[src/rtl/lruc_ram.sv]
// ----------------------------------------------------------------------------
// lruc_ram
// Generic single-write, single-read RAM with registered read data.
// ----------------------------------------------------------------------------
module lruc_ram #(
    parameter int WIDTH = 8,
    parameter int DEPTH = 64,
    localparam int AW   = (DEPTH > 1) ? $clog2(DEPTH) : 1
) (
    input  logic             clk,
    input  logic             we,
    input  logic [AW-1:0]    waddr,
    input  logic [WIDTH-1:0] wdata,
    input  logic             re,
    input  logic [AW-1:0]    raddr,
    output logic [WIDTH-1:0] rdata
);

    logic [WIDTH-1:0] mem [DEPTH];
    logic [WIDTH-1:0] rdata_reg;

    // Write port
    always_ff @(posedge clk)
    begin
        if (we)
        begin
            mem[waddr] <= wdata;
        end
    end

    // Registered read port, holds when not enabled
    always_ff @(posedge clk)
    begin
        if (re)
        begin
            rdata_reg <= mem[raddr];
        end
    end

    assign rdata = rdata_reg;

endmodule

[config.mk]
export PLATFORM = sky130hd
export DESIGN_NAME = lruc_ram
export DESIGN_NICKNAME = d
export VERILOG_FILES = /design/src/rtl/lruc_ram.sv
export SDC_FILE = /design/constraint.sdc
export NUM_CORES = 1
export LEC_CHECK = 0
export BUFFER_PORTS_ARGS = -buffer_cell sky130_fd_sc_hd__buf_2
export CORE_ASPECT_RATIO = 0.8
export CORE_MARGIN = 2
export CORE_UTILIZATION = 55
export CTS_CLUSTER_DIAMETER = 120
export CTS_CLUSTER_SIZE = 40
export DETAILED_ROUTE_END_ITERATION = 7
export PLACE_DENSITY = 0.71
export SLEW_MARGIN = 20
export SYNTH_ARGS = -nofsm -noshare
export SYNTH_HDL_FRONTEND = slang
export SYNTH_SLANG_ARGS = --single-unit
[constraint.sdc]
create_clock -name clk -period 6.5 [get_ports clk]
set_input_delay 1.3 -clock clk [delete_from_list [all_inputs] [get_ports clk]]
set_output_delay 1.3 -clock clk [all_outputs]
set_load 0.05 [all_outputs]
Word level (Yosys, flattened, before mapping):

Memories as Yosys holds them, arrays and structs flattened. A register that Yosys moved wholly into a read port is not among the register bits.
Index checks and enable logic that the tools add are counted.

* register bits after elaboration: 0
* memory bits (writable): 512
* input port bits: 23
* output and inout bits: 8
* logic and storage cells: 3
* memories: 1

Memory list
* mem: depth 64, bits a word 8, rd ports 1, clocked after Yosys merged registers in 1, wr ports 1, line 19 `logic [WIDTH-1:0] mem [DEPTH];`

* multiplexer cells: 2

Operator list (number)
* $mux 1: 2

Depth between registers and ports, before layout:

* depth in word-level cells: 2
* depth in mapped cells: 9
* gate-level depth less buffers: 5

Least setup slack after synthesis:

OpenSTA, ideal clock, no wires.

* path type: input -> register
* start: in raddr[1]
* end: reg rdata_reg[3], in the netlist rdata[3] (read register of mem), data pin
* library setup time: 266 ps
* arrival: 2840 ps
* required time: 6234 ps
* slack: 3394 ps
* stages on the path: 7
* path buffers: 3
* cells stage by stage: buf_4 > buf_2 > buf_2 > mux4_2 > mux4_2 > o21ai_1 > o41ai_1

RTL lines
* from (decl): line 15 `input logic [AW-1:0] raddr,`
* to (decl): line 20 `logic [WIDTH-1:0] rdata_reg;`

==> results.md <==
* CTS tree: built
* Syn nets at roughly 960
* Register-to-Register Setup Slack at 4250 ps
* Num ports at 31
* Leakage at ~6.4 nW
* Relative slew slack at approximately a third
* Worst Setup SP: raddr[0]
* Core area at roughly 36000 sq um
* Final hold viol count at 0
* Total global routing overflow at 0
* Final Util at between 50% and 60%
* Layout Skew at 14.8 ps
* Number of detailed-route iterations in the first pass at 5
* Clk_lat worst skew at approximately 560 ps
* Status: completed
* Crit path max fanout at between 60 and 70
* Crit path time final at approximately 3600 ps
* Mean Syn Cell Area at 21.5 sq um
* Library cells used by synthesis at 39
* VDD IR-drop max at about 0.24 mV
* Max Freq at around 280 MHz
* CP Class: primary input to flop
* DR WL/cell at 29.7 um
* Slew Viols, Final at 0
* Max_cap viols at 0
* Final setup viols at 0
* WL final at ~43000 um
* Register area share after synthesis at between 70% and 80%
* # nets final at roughly 970
* CTS Hold Bufs at 0
* Final WS setup at a little under 3000 ps
* Rows at between 60 and 70
* Clk sinks at between 500 and 600
* Crit path capture type: flop
* Vias post-DR at roughly 9400
* R2r endpoint: rdata[4]
* Pin count of the biggest net entering global routing at 65
* Hpwl dp at roughly 26000 um
* Unrepaired setup endpoints after global routing: false
* Clock transition at path regs at 140 ps
* H-Tree Depth at 1
* Vias in the first global route at roughly 9000
* Root Driver: clkbuf_16
* Share of layout cells above drive strength 1 at about a fifth
* WP data required at between 6000 and 7000 ps
* First-pass GRT wire length at approximately 63000 um
* Number of flip-flops in the largest register at ~510
* Initial antenna violation count at 2
* Pre-CTS setup slack at ~2200 ps
* Die H at between 150 and 200 um
* CTS buffer count at 16
* Hold Path Class: flop to flop
* Worst EP arrival at 3930 ps
* Fillcell total at 2566
* Yosys warns at 0
* Critical Path Start Type: primary input
* # resized after CTS at 0
* GRT Resource Usage Total at a little under a quarter
* RR Startpoint: mem[29][4]
* Starting DRC count in detailed routing at approximately 1400
* Syn Inst Count at 940
* Setup crit end: rdata[6]
* Power per Cell Area at around 260 nW/um^2
* DRC errors left at 0
* Chip width at roughly 220 um
* Port bufs at 30
* Register area at 15600 sq um
* Clk buf depth at 3
* Routability cong. at between 0.8 and 0.9
* Slew @ Worst Pin at slightly below 1000 ps
* Footprint of the multi-input gates at about 4300 sq um
* Vias per Instance at 6.54
* Starting density of the core at 56.1%
* Die area at between 30000 and 40000 sq um
* Worst reg2reg path depth at 5
* Synthesized cell area at 20200 sq um
* Period utilization at 55.6%
* Postcts setup bufs at 0
* DRT antenna net count at 0
* Synth Register Bits at 520
* Layout area overhead at 4.99%
* Fin Setup TNS at 0 ps
-- area by class of cell --
cell class / instances / share of cell area (%)
timing repair buffer: 44 / 1.39
sequential: 520 / 73.5
clock buffer: 17 / 2.00
tap: 480 / 2.83
multi-input combinational: 369 / 20.3
antenna: 2 / 0.0235
-- power by group --
part           leakage (nW)  switching, mW  internal (mW)
clock                 0.210          0.892          0.478
sequential             4.69         0.0102           3.71
combinational          1.48          0.220          0.123
total                  6.37           1.12           4.32
-- worst max-delay path, cell delays in order --
cell and delay (ps):
clkbuf_8 570, buf_4 410, mux4_2 550, mux2_2 280, o221a_2 280, nor3_1 290, o32ai_1 130
-- synth_stat cells (all sizes together) --
| library cell | count | area share [%] |
|---|---|---|
| nand3 | 13 | 0.32 |
| nand2 | 19 | 0.35 |
| buf | 34 | 1.2 |
| o32ai | 2 | 0.087 |
| or3 | 1 | 0.031 |
| mux2 | 13 | 0.72 |
| nor2 | 83 | 1.5 |
| a31oi | 1 | 0.031 |
| o2111ai | 3 | 0.13 |
| nor4 | 2 | 0.062 |
| clkbuf | 17 | 0.32 |
| o21a | 2 | 0.074 |
| o311ai | 1 | 0.043 |
| nand4b | 1 | 0.043 |
| a22oi | 3 | 0.11 |
| o2bb2ai | 3 | 0.13 |
| nor2b | 14 | 0.43 |
| nand3b | 3 | 0.11 |
| o41ai | 2 | 0.087 |
| a2111oi | 2 | 0.087 |
| a21oi | 3 | 0.074 |
| a221oi | 6 | 0.26 |
| o221ai | 8 | 0.35 |
| edfxtp | 520 | 77 |
| mux4 | 126 | 14 |
| o221a | 2 | 0.11 |
| a211oi | 4 | 0.15 |
| and2 | 1 | 0.031 |
| nor3 | 7 | 0.17 |
| nand4 | 2 | 0.062 |
| nand2b | 7 | 0.22 |
| mux2i | 23 | 1.1 |
| o21ai | 4 | 0.099 |
| o22ai | 8 | 0.25 |
-- layout by cell type (no fill, tap or decap), types with 3 or more instances in the layout --
master,n
buf_4,21
clkbuf_16,17
edfxtp_1,520
nor2_1,83
nand2_1,19
buf_2,21
a221oi_1,6
mux4_2,126
nor2b_1,14
nand3_1,13
a22oi_1,3
o221ai_1,8
o22ai_1,8
a21oi_1,3
mux2i_1,23
mux2_2,13
o2111ai_1,3
o2bb2ai_1,3
nor3_1,7
nand2b_1,7
nand3b_1,3
a211oi_1,4
-- through the flow --
step           hold WS [ps]  std cells  total power [mW]  area (sq um)
2_1_floorplan           797        940              4.01         20200
3_3_place_gp            911       1413              4.14         20800
3_5_place_dp            918       1413              4.15         20800
4_1_cts                 946       1430              5.46         21200
5_1_grt                 983       1430              5.58         21300
6_report                955       1432              5.44         21300
-- how the worst min path moves through the flow --
stage	startpoint	end	slack, ps	cells past startpoint
after floorplan	mem[34][0]	rdata[0]	800	4
after detailed placement	mem[30][6]	rdata[6]	920	3
after CTS	mem[30][6]	rdata[6]	950	3
after global routing	mem[30][6]	rdata[6]	980	3
after global placement	mem[30][6]	rdata[6]	910	3
final	mem[31][6]	rdata[6]	950	3
-- per-layer routing --
| metal | vias up | global-route usage, % | wire length, um |
|---|---|---|---|
| met1 | 5000 | 36.4 | 18700 |
| met2 | 407 | 34.5 | 19900 |
| li1 | 3908 | - | - |
| met4 | 0 | 4.34 | 822 |
| met3 | 53 | 3.97 | 3140 |
| met5 | - | 0 | 0 |
-- cells by family after synthesis --
logic type | Yosys count | share of synthesized area, %
compound gates | 54 | 2.06
buf+inv | 51 | 1.56
flops | 520 | 77.1
mux | 162 | 15.9
simple gates | 153 | 3.37
(Power assumes the default switching activity.)
