### config.mk
export PLATFORM = sky130hd
export DESIGN_NAME = lruc_set_update
export DESIGN_NICKNAME = d
export VERILOG_FILES = /design/src/rtl/lruc_pkg.sv /design/src/rtl/lruc_set_update.sv
export SDC_FILE = /design/constraint.sdc
export NUM_CORES = 2
export LEC_CHECK = 0
export BUFFER_PORTS_ARGS = -buffer_cell sky130_fd_sc_hd__buf_2
export CORE_AREA = 10 10 338 340
export DETAILED_ROUTE_END_ITERATION = 8
export DIE_AREA = 0 0 348 350
export PLACE_DENSITY_LB_ADDON = 0.2
export SYNTH_ARGS = -nofsm -noshare
export SYNTH_HDL_FRONTEND = slang
export SYNTH_SLANG_ARGS = --single-unit
### constraint.sdc
create_clock -name vclk -period 8.4
set_clock_uncertainty 0.1 [all_clocks]
set_input_delay 0.42 -clock vclk [all_inputs]
set_output_delay 0.42 -clock vclk [all_outputs]
set_load 0.02 [all_outputs]
### src/rtl/lruc_pkg.sv
// ----------------------------------------------------------------------------
// lruc_pkg
// Shared types and constants for the LRU set-associative tag store.
// ----------------------------------------------------------------------------
package lruc_pkg;

    // Default sizing
    localparam int DEF_MAX_SET_BITS = 6;
    localparam int DEF_MAX_WAYS     = 8;
    localparam int DEF_ADDR_WIDTH   = 48;

    // Configuration register fields
    localparam int CFG_IDX_W    = 2;
    localparam int CFG_DATA_W   = 5;
    localparam int SET_CFG_W    = 3;
    localparam int WAYS_CFG_W   = 4;
    localparam int OFFSET_CFG_W = 5;

    localparam logic [CFG_IDX_W-1:0] REG_SET_BITS    = 2'd0;
    localparam logic [CFG_IDX_W-1:0] REG_WAYS        = 2'd1;
    localparam logic [CFG_IDX_W-1:0] REG_OFFSET_BITS = 2'd2;

    // Stream fields
    localparam int MODE_W          = 2;
    localparam int MODE_MODIFY_BIT = 1;   // bit 1 set: load then store
    localparam int CNT_W           = 32;
    localparam int OUT_DATA_W      = 104; // 100 field bits padded to bytes

    typedef enum logic [1:0] {
        OUT_MISS  = 2'd0,
        OUT_HIT   = 2'd1,
        OUT_EVICT = 2'd2,
        OUT_NONE  = 2'd3
    } outcome_t;

    // Lookup status handed from the set update logic to the top level
    typedef struct packed {
        logic hit;
        logic evict;
    } lookup_status_t;

endpackage

### src/rtl/lruc_set_update.sv
// ----------------------------------------------------------------------------
// lruc_set_update
// Tag match and recency update for one set row: hit, fill or evict.
// ----------------------------------------------------------------------------
module lruc_set_update
    import lruc_pkg::*;
#(
    parameter int MAX_WAYS   = DEF_MAX_WAYS,
    parameter int ADDR_WIDTH = DEF_ADDR_WIDTH,
    localparam int RANK_W    = (MAX_WAYS > 1) ? $clog2(MAX_WAYS) : 1,
    localparam int WAYS_W    = $clog2(MAX_WAYS + 1),
    localparam int ENTRY_W   = 1 + ADDR_WIDTH + RANK_W,
    localparam int ROW_W     = MAX_WAYS * ENTRY_W
) (
    input  logic                  row_ok,   // row written since last flush
    input  logic [ROW_W-1:0]      row_in,
    input  logic [ADDR_WIDTH-1:0] tag,
    input  logic [WAYS_W-1:0]     ways,     // already clamped to 1..MAX_WAYS
    output logic [ROW_W-1:0]      row_out,
    output lookup_status_t        status
);

    // Per-way entry fields
    logic [MAX_WAYS-1:0]   valid_in;
    logic [ADDR_WIDTH-1:0] tag_in  [MAX_WAYS];
    logic [RANK_W-1:0]     rank_in [MAX_WAYS];
    logic [MAX_WAYS-1:0]   in_use;
    logic [MAX_WAYS-1:0]   match;

    always_comb
    begin
        for (int w = 0; w < MAX_WAYS; w++)
        begin
            in_use[w]   = (32'(w) < 32'(ways));
            valid_in[w] = row_ok & row_in[w*ENTRY_W] & in_use[w];
            tag_in[w]   = row_in[w*ENTRY_W+1 +: ADDR_WIDTH];
            rank_in[w]  = row_ok ? row_in[w*ENTRY_W+1+ADDR_WIDTH +: RANK_W] : '0;
            match[w]    = valid_in[w] & (tag_in[w] == tag);
        end
    end

    // Match select (lowest way wins), fill count, victim (highest way wins)
    logic [RANK_W-1:0] hit_way;
    logic [RANK_W-1:0] hit_rank;
    logic [WAYS_W-1:0] fill;
    logic [RANK_W-1:0] victim;
    logic [RANK_W-1:0] oldest;
    logic              hit;
    logic              full;

    assign oldest = RANK_W'(ways - WAYS_W'(1));
    assign hit    = |match;
    assign full   = (fill == ways);

    always_comb
    begin
        hit_way = '0;
        fill    = '0;
        victim  = '0;
        for (int w = MAX_WAYS - 1; w >= 0; w--)
        begin
            if (match[w])
            begin
                hit_way = RANK_W'(w);
            end
        end
        for (int w = 0; w < MAX_WAYS; w++)
        begin
            fill = fill + WAYS_W'(valid_in[w]);
            if (in_use[w] && rank_in[w] == oldest)
            begin
                victim = RANK_W'(w);
            end
        end
    end

    assign hit_rank = rank_in[hit_way];

    // New row contents
    always_comb
    begin
        logic                  v_new;
        logic [ADDR_WIDTH-1:0] t_new;
        logic [RANK_W-1:0]     r_new;
        row_out = '0;
        for (int w = 0; w < MAX_WAYS; w++)
        begin
            v_new = valid_in[w] | (row_ok & row_in[w*ENTRY_W]);
            t_new = tag_in[w];
            r_new = rank_in[w];
            if (hit)
            begin
                if (RANK_W'(w) == hit_way)
                begin
                    r_new = '0;
                end
                else if (valid_in[w] && rank_in[w] < hit_rank)
                begin
                    r_new = rank_in[w] + RANK_W'(1);
                end
            end
            else if (!full)
            begin
                if (32'(w) == 32'(fill))
                begin
                    v_new = 1'b1;
                    t_new = tag;
                    r_new = '0;
                end
                else if (valid_in[w])
                begin
                    r_new = rank_in[w] + RANK_W'(1);
                end
            end
            else
            begin
                if (RANK_W'(w) == victim)
                begin
                    t_new = tag;
                    r_new = '0;
                end
                else if (in_use[w])
                begin
                    r_new = rank_in[w] + RANK_W'(1);
                end
            end
            row_out[w*ENTRY_W +: ENTRY_W] = {r_new, t_new, v_new};
        end
    end

    assign status.hit   = hit;
    assign status.evict = !hit && full;

endmodule

# --- Word level (Yosys, flattened, before mapping) ---
# Index checks and enable logic that the tools add are counted.
word_totals:
  output_inout_bits: 418
  in_bits: 469
  wordCells: 270
  reg_bits: 0
op_classes:
  n_eq_ne: 37
  bitwise: 33
  n_mux: 146
  magnitude_cmp: 17
  addsub: 16
  n_reduce_logical: 21
ops:
  columns: ["operator", "count"]
  rows:
  - ["two-way mux 48 bit", 32]
  - ["== test 48 bit", 8]
  - ["two-way mux 3 bit", 88]
  - ["two-way mux 1 bit", 25]
  - ["adder 3 x 1 -> 3 bit (second input constant)", 8]
  - ["bitwise AND 1 bit", 24]
  - ["== test 3 bit (first input constant)", 8]
  - ["less-than comparator 3 bit", 8]
  - ["== test 3 bit", 7]
  - ["adder 4 x 1 -> 4 bit", 4]
  - ["== test 3 x 4 -> 1 bit (first input constant)", 4]
  - ["logical AND 1 bit", 16]
  - ["less-than comparator 3 x 4 -> 1 bit (first input constant)", 4]
  - ["== test 2 x 3 -> 1 bit (first input constant)", 4]
  - ["binary-select mux 3 bit (select 3 bit)", 1]
  - ["== test 2 x 4 -> 1 bit (first input constant)", 2]
  - ["less-than comparator 1 x 4 -> 1 bit (first input constant)", 2]
  - ["less-than comparator 2 x 4 -> 1 bit (first input constant)", 2]
  - ["OR 1 bit", 8]
  - ["OR reduction 8 bit", 1]
  - ["== test 1 x 3 -> 1 bit (first input constant)", 2]
  - ["logical NOT 3 bit", 2]
  - ["adder 3 x 1 -> 4 bit", 1]
  - ["== test 1 x 4 -> 1 bit (first input constant)", 1]
  - ["other kinds (8)", 8]

# --- Longest topological paths before layout ---
depth:
  depth_word: 20
  mapped_depth: 26
  ltp_nobuf: 23

# --- Worst setup path before layout ---
# Ideal clock, no wire load.
synth_timing:
  path_kind: "input port to output port"
  start: "input port ways[0]"
  end: "output port row_out[340]"
  arrival_ns: 6.435
  required_ns: 7.880
  setup_slack_ns: 1.445
  path_stages: 23
  n_path_buf: 4
  cell_sequence: "clkbuf_1 -> inv_1 -> ha_1 -> or3b_2 -> nand3_1 -> inv_1 -> fa_1 -> inv_1 -> fa_1 -> fa_1 -> inv_1 -> ha_1 -> fa_1 -> xor2_1 -> mux2_2 -> o22ai_1 -> and3_1 -> clkbuf_1 -> nand2_1 -> nand3_1 -> clkbuf_1 -> buf_2 -> mux2_2"
synth_via:
  elab_chain_len: 14
  word_cells_on_any_way: 61
  classes_between: "8 x add/sub; 8 x order compare; 10 x eq/ne; 11 x mux; 16 x bitwise; 8 x reduce/logical"
synth_lines:
  columns: ["item", "line", "rtl"]
  rows:
  - ["start, declared", "lruc_set_update.sv:18", "input logic [WAYS_W-1:0] ways,"]
  - ["branches (longest 13 deep; another with less-than comparator 1 x 4 -> 1 bit)", null, null]
  - ["two-way mux 48 bit *", "lruc_set_update.sv:91", "if (hit)"]
  - ["end, declared", "lruc_set_update.sv:19", "output logic [ROW_W-1:0] row_out,"]
# Mark *: on every way between the ends.

# --- Worst setup path in the final report ---
layout_timing:
  start: "input port ways[0]"
  end: "output port row_out[126]"
layout_via:
  elab_chain_len: 14
  word_cells_on_any_way: 61
  classes_between: "8 x add/sub; 8 x order compare; 10 x eq/ne; 11 x mux; 16 x bitwise; 8 x reduce/logical"
layout_lines:
  columns: ["item", "line"]
  rows:
  - ["branches (longest 13 deep; another with less-than comparator 1 x 4 -> 1 bit)", null]
  - ["two-way mux 48 bit *", "lruc_set_update.sv:91"]
# Marks and branches as above.

==> results.sh <==
export IMPL_fp_dieArea_um2=122000
export IMPL_synth_area_per_cell_um2=7.75
export IMPL_post_cts_setup_buffers=0
export IMPL_globalplace_congestion=0.925
export IMPL_rows=121
export IMPL_seq_area_um2=0
export IMPL_startpoint_type="primary input"
export IMPL_worstSetupPathType="primary input to output port"
export IMPL_relSlewSlack=0.205
export IMPL_core_um2=108000
export IMPL_crit_fanout=29
export IMPL_holdBufCountCts=0
export IMPL_grt_pass1_vias=19200
export IMPL_synthToLayoutAreaGrowth_pct=43.8
export IMPL_status="completed"
export IMPL_grt_pass1_wl_um=185000
export IMPL_tightest_slew_ps=1190
export IMPL_port_buffers=887
export IMPL_syn_area_um2=13800
export IMPL_fin_crit_sh=0.908
export IMPL_hold_viol=0
export IMPL_drv_slew=0
export IMPL_arrival_ps=7100
export IMPL_max_freq_ghz=0.131
export IMPL_grt_antenna_before_repair=48
export IMPL_n_fill_cell=12600
export IMPL_end_kind="output port"
export IMPL_holdCritPathClass="primary input to output port"
export IMPL_synth_area_leaders="mux2_2, xnor2_1, xor2_1, nand4_1, nor4_1"
export IMPL_yosysWarnings=0
export IMPL_synth_cells=1786
export IMPL_setup_viol_count_final=0
export IMPL_drive_gt1_frac=0.534
export IMPL_cap_violations=0
export IMPL_ioPinCount=887
export IMPL_grt_usage=0.222
export IMPL_first_pass_iters=5
export IMPL_final_cell_mix="buf_2, mux2_2, xnor2_1"
export IMPL_detail_route_wl_per_cell_um=36.1
export IMPL_syn_nets=2288
export IMPL_die_y_um=350
export IMPL_rsz0062_at_grt="no"
export IMPL_finalCriticalPeriod_ps=7620
export IMPL_routed_via_density=4.73
export IMPL_initial_core_util=0.128
export IMPL_synth_top_area_frac=0.315
export IMPL_via_count=19000
export IMPL_final_antenna_net_count=0
export IMPL_wirelength_um=145000
export IMPL_synth_largest_area_cell="mux2_2"
export IMPL_nFlopsAndLatches=0
export IMPL_clkbuf_count=0
export IMPL_synth_cell_types=81
export IMPL_postCtsResizedCells=0
export IMPL_globalRouteOverflowTotal=0
export IMPL_die_w_um=348
export IMPL_layout_commonest_cell="buf_2"
export IMPL_grt_start_max_net_pins=49
export IMPL_drc=0
export IMPL_seq_area_frac_synth=0
export IMPL_setup_tns_ps=0
export IMPL_place_hpwl_um=127000
export IMPL_nets=3084
export IMPL_drt_iter0_drc=1800
export IMPL_required_ps=7880
cell families (layout without fill, tap and decap cells):
group / count (synthesis) / in the layout / synth area share
buffers and inverters: 208 / 1002 / 0.0739
adders and majority gates: 33 / 33 / 0.0320
AOI/OAI and AO/OA: 205 / 205 / 0.0949
xor gates and xnor gates: 414 / 414 / 0.264
other: 0 / 15 / 0
and+or+nand+nor: 527 / 527 / 0.211
muxes: 399 / 399 / 0.324
layout make-up:
class                           count  area [um2]  share of cell area
Timing Repair Buffer              958        5060               0.254
Inverter                           44         165             0.00830
Tap cell                         1414        1770              0.0889
Antenna cell                       15        37.5             0.00189
Multi-Input combinational cell   1578       12900               0.647
path summary, 6_finish.rpt:
kind,from,endpoint,slack [ps],cells past startpoint
hold / removal,row_in[148],row_out[148],1110,3
setup / recovery,ways[0],row_out[126],780,23
metal layers:
metal  up-vias  share of wire  global-route usage
li1       8164              -                   -
met1      9444           0.44               0.296
met2      1135           0.46               0.370
met3       173          0.078              0.0442
met4        36          0.022              0.0393
met5         -         0.0018                   0
worst max-delay path: stages:
cell and delay (ps):
buf_2 180, inv_1 170, ha_1 320, or3b_2 530, nand3_1 130, inv_1 70
fa_1 480, inv_1 50, fa_1 500, fa_1 550, inv_1 40, ha_1 230
fa_1 530, xor2_1 230, mux2_2 360, o22ai_1 180, nand3_1 130, buf_4 260
a21oi_1 340, and2b_2 540, buf_4 250, mux2_2 380, buf_2 170
per-stage QoR:
step	cell area [um2]	std cells	utilization	worst slack, ps	hold WS, ps
global route	19900	3995	0.184	526	1130
finish	19900	4009	0.185	776	1110
detailed placement	19900	3994	0.184	841	1110
global placement	19900	3994	0.184	932	1120
CTS	19900	3994	0.184	829	1120
floorplan	13800	1786	-	1440	929
cell usage after synthesis (12+ instances only):
master      n
xor2_1    196
a21oi_1    52
nor3_1     18
o21ai_0    53
ha_1       29
buf_2      85
nand4_1   113
inv_1      42
clkbuf_1   53
nand3_1    32
o22ai_1    18
a211oi_1   14
nor4_1    112
mux2i_1    12
mux2_2    387
xnor2_1   215
nand2_1   113
nor2_1     57
